## src/lws_pkg.sv

```systemverilog
// shared types and constants for the latency window statistics block
// no dependencies
package lws_pkg;

	localparam int WINDOW_DEF = 128;
	localparam int DIV_W      = 48;
	localparam int DVS_W      = 64;
	localparam int RATE_W     = 24;

	localparam logic [DIV_W-1:0]  NS_Q8     = 48'd256000000000;
	localparam logic [RATE_W-1:0] RATE_MAX  = 24'hFFFFFF;
	// smallest 9*rate + instant whose tenth no longer fits the rate field
	localparam logic [DIV_W-1:0]  TEN_SAT   = 48'd167772160;
	// ceil(2^35 / 10), exact tenth for operands below 2^32
	localparam logic [31:0]       RECIP_TEN = 32'hCCCCCCCD;

	localparam logic [1:0] OP_MEAN = 2'd0;
	localparam logic [1:0] OP_INST = 2'd1;

	typedef struct packed {
		logic       load_in;
		logic       calc;
		logic       push;
		logic       div_go;
		logic [1:0] div_op;
		logic       take_mean;
		logic       sum_ten;
		logic       take_ten;
		logic       load_out;
	} lws_cmd_t;

	typedef struct packed {
		logic pub_zero;
		logic rate_upd;
		logic div_busy;
		logic scan_busy;
		logic out_free;
	} lws_stat_t;

endpackage

```

## src/lws_ctrl.sv

```systemverilog
// controller: sequences load, push, the divider chain, scan and output
// depends on lws_pkg
module lws_ctrl import lws_pkg::*; (
	input  logic      clk,
	input  logic      arst_n,
	input  logic      in_valid,
	output logic      in_stall,
	input  lws_stat_t stat,
	output lws_cmd_t  cmd
);

	localparam logic [2:0] S_IDLE  = 3'd0;
	localparam logic [2:0] S_CALC  = 3'd1;
	localparam logic [2:0] S_PUSH  = 3'd2;
	localparam logic [2:0] S_MGO   = 3'd3;
	localparam logic [2:0] S_MEAN  = 3'd4;
	localparam logic [2:0] S_INST  = 3'd5;
	localparam logic [2:0] S_TEN   = 3'd6;
	localparam logic [2:0] S_FIN   = 3'd7;

	logic [2:0] state_q, state_d;
	logic       scanw_q, scanw_d;

	always_comb begin
		state_d = state_q;
		scanw_d = scanw_q;
		cmd     = '0;
		case (state_q)
			S_IDLE: begin
				if (in_valid) begin
					cmd.load_in = 1'b1;
					state_d     = stat.pub_zero ? S_FIN : S_CALC;
				end
			end
			S_CALC: begin
				cmd.calc = 1'b1;
				state_d  = S_PUSH;
			end
			S_PUSH: begin
				cmd.push = 1'b1;
				state_d  = S_MGO;
			end
			S_MGO: begin
				cmd.div_go = 1'b1;
				cmd.div_op = OP_MEAN;
				state_d    = S_MEAN;
			end
			S_MEAN: begin
				if (!stat.div_busy) begin
					cmd.take_mean = 1'b1;
					if (stat.rate_upd) begin
						cmd.div_go = 1'b1;
						cmd.div_op = OP_INST;
						state_d    = S_INST;
					end else begin
						scanw_d = 1'b1;
						state_d = S_FIN;
					end
				end
			end
			S_INST: begin
				if (!stat.div_busy) begin
					cmd.sum_ten = 1'b1;
					state_d     = S_TEN;
				end
			end
			S_TEN: begin
				cmd.take_ten = 1'b1;
				scanw_d      = 1'b1;
				state_d      = S_FIN;
			end
			S_FIN: begin
				// wait for the scan to drain and the output slot to free up
				if (!(scanw_q && stat.scan_busy) && stat.out_free) begin
					cmd.load_out = 1'b1;
					scanw_d      = 1'b0;
					state_d      = S_IDLE;
				end
			end
			default: begin
				state_d = S_IDLE;
			end
		endcase
	end

	always_ff @(posedge clk or negedge arst_n) begin
		if (!arst_n) begin
			state_q <= S_IDLE;
			scanw_q <= 1'b0;
		end else begin
			state_q <= state_d;
			scanw_q <= scanw_d;
		end
	end

	assign in_stall = state_q != S_IDLE;

endmodule

```

## config.mk

```make
export PLATFORM = sky130hd
export DESIGN_NAME = lws_ctrl
export DESIGN_NICKNAME = d
export VERILOG_FILES = /design/src/lws_pkg.sv /design/src/lws_ctrl.sv
export SDC_FILE = /design/constraint.sdc
export NUM_CORES = 1
export LEC_CHECK = 0
export BUFFER_PORTS_ARGS = -buffer_cell sky130_fd_sc_hd__clkbuf_2
export CAP_MARGIN = 20
export CORE_AREA = 2 2 39 41
export DETAILED_ROUTE_END_ITERATION = 12
export DIE_AREA = 0 0 41 43
export PLACE_DENSITY_LB_ADDON = 0.15
export SYNTH_ARGS = -nofsm -noshare
export SYNTH_HDL_FRONTEND = slang
export SYNTH_SLANG_ARGS = --single-unit
export TNS_END_PERCENT = 1
```

## constraint.sdc

```tcl
create_clock -name clk -period 2.14 [get_ports clk]
set_clock_uncertainty 0.05 [all_clocks]
set_input_delay 0.321 -clock clk [delete_from_list [all_inputs] [get_ports clk]]
set_output_delay 0.321 -clock clk [all_outputs]
set_load 0.01 [all_outputs]
```

==> run summary <==
Synth cell types = 25
clock sinks = 4
Pre-antenna DRT Iters = 2
vias in the first global route = 291
largest net degree at the start of global routing = 14
drt wl/cell = 10.1 microns
crit path DAT = 1410 ps
total CTS buffers = 3
DRT iter0 DRCs = 2
synthesized area per cell = 8.31 sq um
initial antenna violation count = 0
CTS root buffer = clkbuf_4
Detailed Place HPWL = 627 microns
post-synthesis instance total = 45
Final period util = 83.0%
post-CTS sizing = 0
cell area after synthesis = 374 sq um
final setup vio count = 0
Slew Viols, Final = 0
Layout Nets = 72
main area contributors after synthesis = dfrtp_1 27%, a211oi_2 6.7%, buf_6 6.0%
global route overflow = 0
ANT cells = 0
Post-synth EDFFs = 0
Clock Pin Slew Worst Setup and Hold Paths = 40 ps
die area = 0.00176 sq mm
VDD IR max = 0.527 mV
CTS tree = done
post-synthesis sequential element count = 4
worst endpoint required time = 1770 ps
Syn Nets = 53
Startpoint Class = flop
Antenna Nets Post-Route = 0
Synth Flop Type = dfrtp_1
Hold Crit Class = in2async
unrepaired setup endpoints after global routing = no
crit path kind = reg2out
Max stage delay on crit path = 540 ps
vias = 361
# IOs = 19
FMAX = 0.563 GHz
Synth area leader = dfrtp_1
hold slack = 382 ps
Lkg Pwr = 0.240 nW
crit path cell chain = nor2b_1 -> and3_4 -> a31o_1 -> clkbuf_2
DR vias/cell = 4.63
# hold bufs at CTS = 1
Power per Cell Area = 1330 mW/mm^2
endpoints failing hold = 0
Port Buf Inserts = 17
first-pass GRT wire length = 1140 microns
Sum Neg Setup Slack = 0 ps
Core Footprint = 0.00138 sq mm
CP Max Fanout = 13
Yosys top cell area share = 26.8%
H-tree depth = 1
share of post-route cells with drive strength above 1 = 41.9%
CTS max path bufs = 2
Area Growth Syn to Fin = 26.8%
Worst-Skew Late Latency = 230 ps
Remaining DRCs = 0
CP max stage cell = dfrtp_1
Post-synth ARST share = 100%
Die Y = 43 microns
Die Width = 41 microns
status = finished, final reports clean
min Tclk post-route = 1780 ps
Worst R2R Path Depth = 3
list of most frequent post-synthesis cells = 5 x nor2_1, 4 x a21oi_1, 4 x dfrtp_1
sequential area share after synthesis = 26.8%
max-cap viol count = 0
final RePlAce weighted congestion = 0.645
Post-CTS Setup Bufs = 0
Yosys warnings = 0
Crit. End Element = primary output
# rows = 14
Initial Util = 27.0%
most instantiated library cell after synthesis = nor2_1
Total GRT Usage = 9.70%
Routed WL = 791 microns
==> worst max-delay path, delay by kind of cell, from the launching register on <==
kind	cells	cell delay, ps
compound gates	1	90
buf+inv	1	120
simple gates	2	420
flops	1	540
==> worst paths after layout <==
path	from	to	slack, ps
worst max-delay path	state_q[2]	cmd[6]	360
worst min-delay path	arst_n	scanw_q	380
worst max register to register	state_q[2]	state_q[1]	890
worst min register to register	scanw_q	scanw_q	500
max in group asynchronous	arst_n	state_q[0]	1540
min in group clk	stat[0]	scanw_q	400
==> logic make-up (layout without fill, tap and decap cells) <==
group                  after synthesis  count (layout)  synth area share [%]
DFF                                  4               4                  26.8
and+or+nand+nor                     20              20                  32.8
other                                1               1                  1.00
buffers and inverters                6              23                  12.0
AOI/OAI and AO/OA                   14              14                  27.4
==> final cells by class <==
class	count	area, sq um
Sequential cell	4	100
Multi-Input combinational cell	35	229
Tap cell	16	20.0
Clock buffer	3	22.5
Fill cell	159	910
Inverter	2	7.51
Timing Repair Buffer	18	95.1
==> sequential cells by signal, summed over array words and instances, names as in the netlist <==
name / cells
state_q: 3
scanw_q: 1
==> routing by layer <==
layer	global-route usage [%]	share of wire, %	vias to the layer above	routed length, microns
met5	0	0	-	0
met4	8.00	0	0	0
met3	1.57	4.9	0	39
met2	13.4	47	10	371
met1	12.5	48	159	380
li1	-	-	192	-
==> metrics by stage <==
| stage | setup slack [ps] | util [%] | std cells | area, sq um | power [mW] |
|---|---|---|---|---|---|
| after floorplan | 816 | - | 45 | 374 | 0.490 |
| after global placement | 625 | 31.9 | 74 | 442 | 0.548 |
| after detailed placement | 616 | 31.9 | 74 | 442 | 0.542 |
| after CTS | 357 | 34.3 | 78 | 474 | 0.641 |
| after global routing | 222 | 34.3 | 78 | 474 | 0.692 |
| final | 363 | 34.3 | 78 | 474 | 0.629 |
==> report_power, final <==
group / switching, mW / leakage (nW) / internal, mW
Clock: 0.0284 / 0.0138 / 0.0626
Combinational: 0.173 / 0.181 / 0.154
Sequential: 0.0953 / 0.0454 / 0.116
Total: 0.297 / 0.240 / 0.332
==> placed cells by master (no fill, tap or decap), types with 2 or more instances in the layout <==
master    count
nand2b_1      2
nand2_1       3
clkbuf_4      3
dfrtp_1       4
clkbuf_2     17
a21oi_1       4
a211oi_2      2
nor2_1        5
a31oi_1       2
and3_1        3
nor2b_1       2
(Power assumes the default switching activity.)
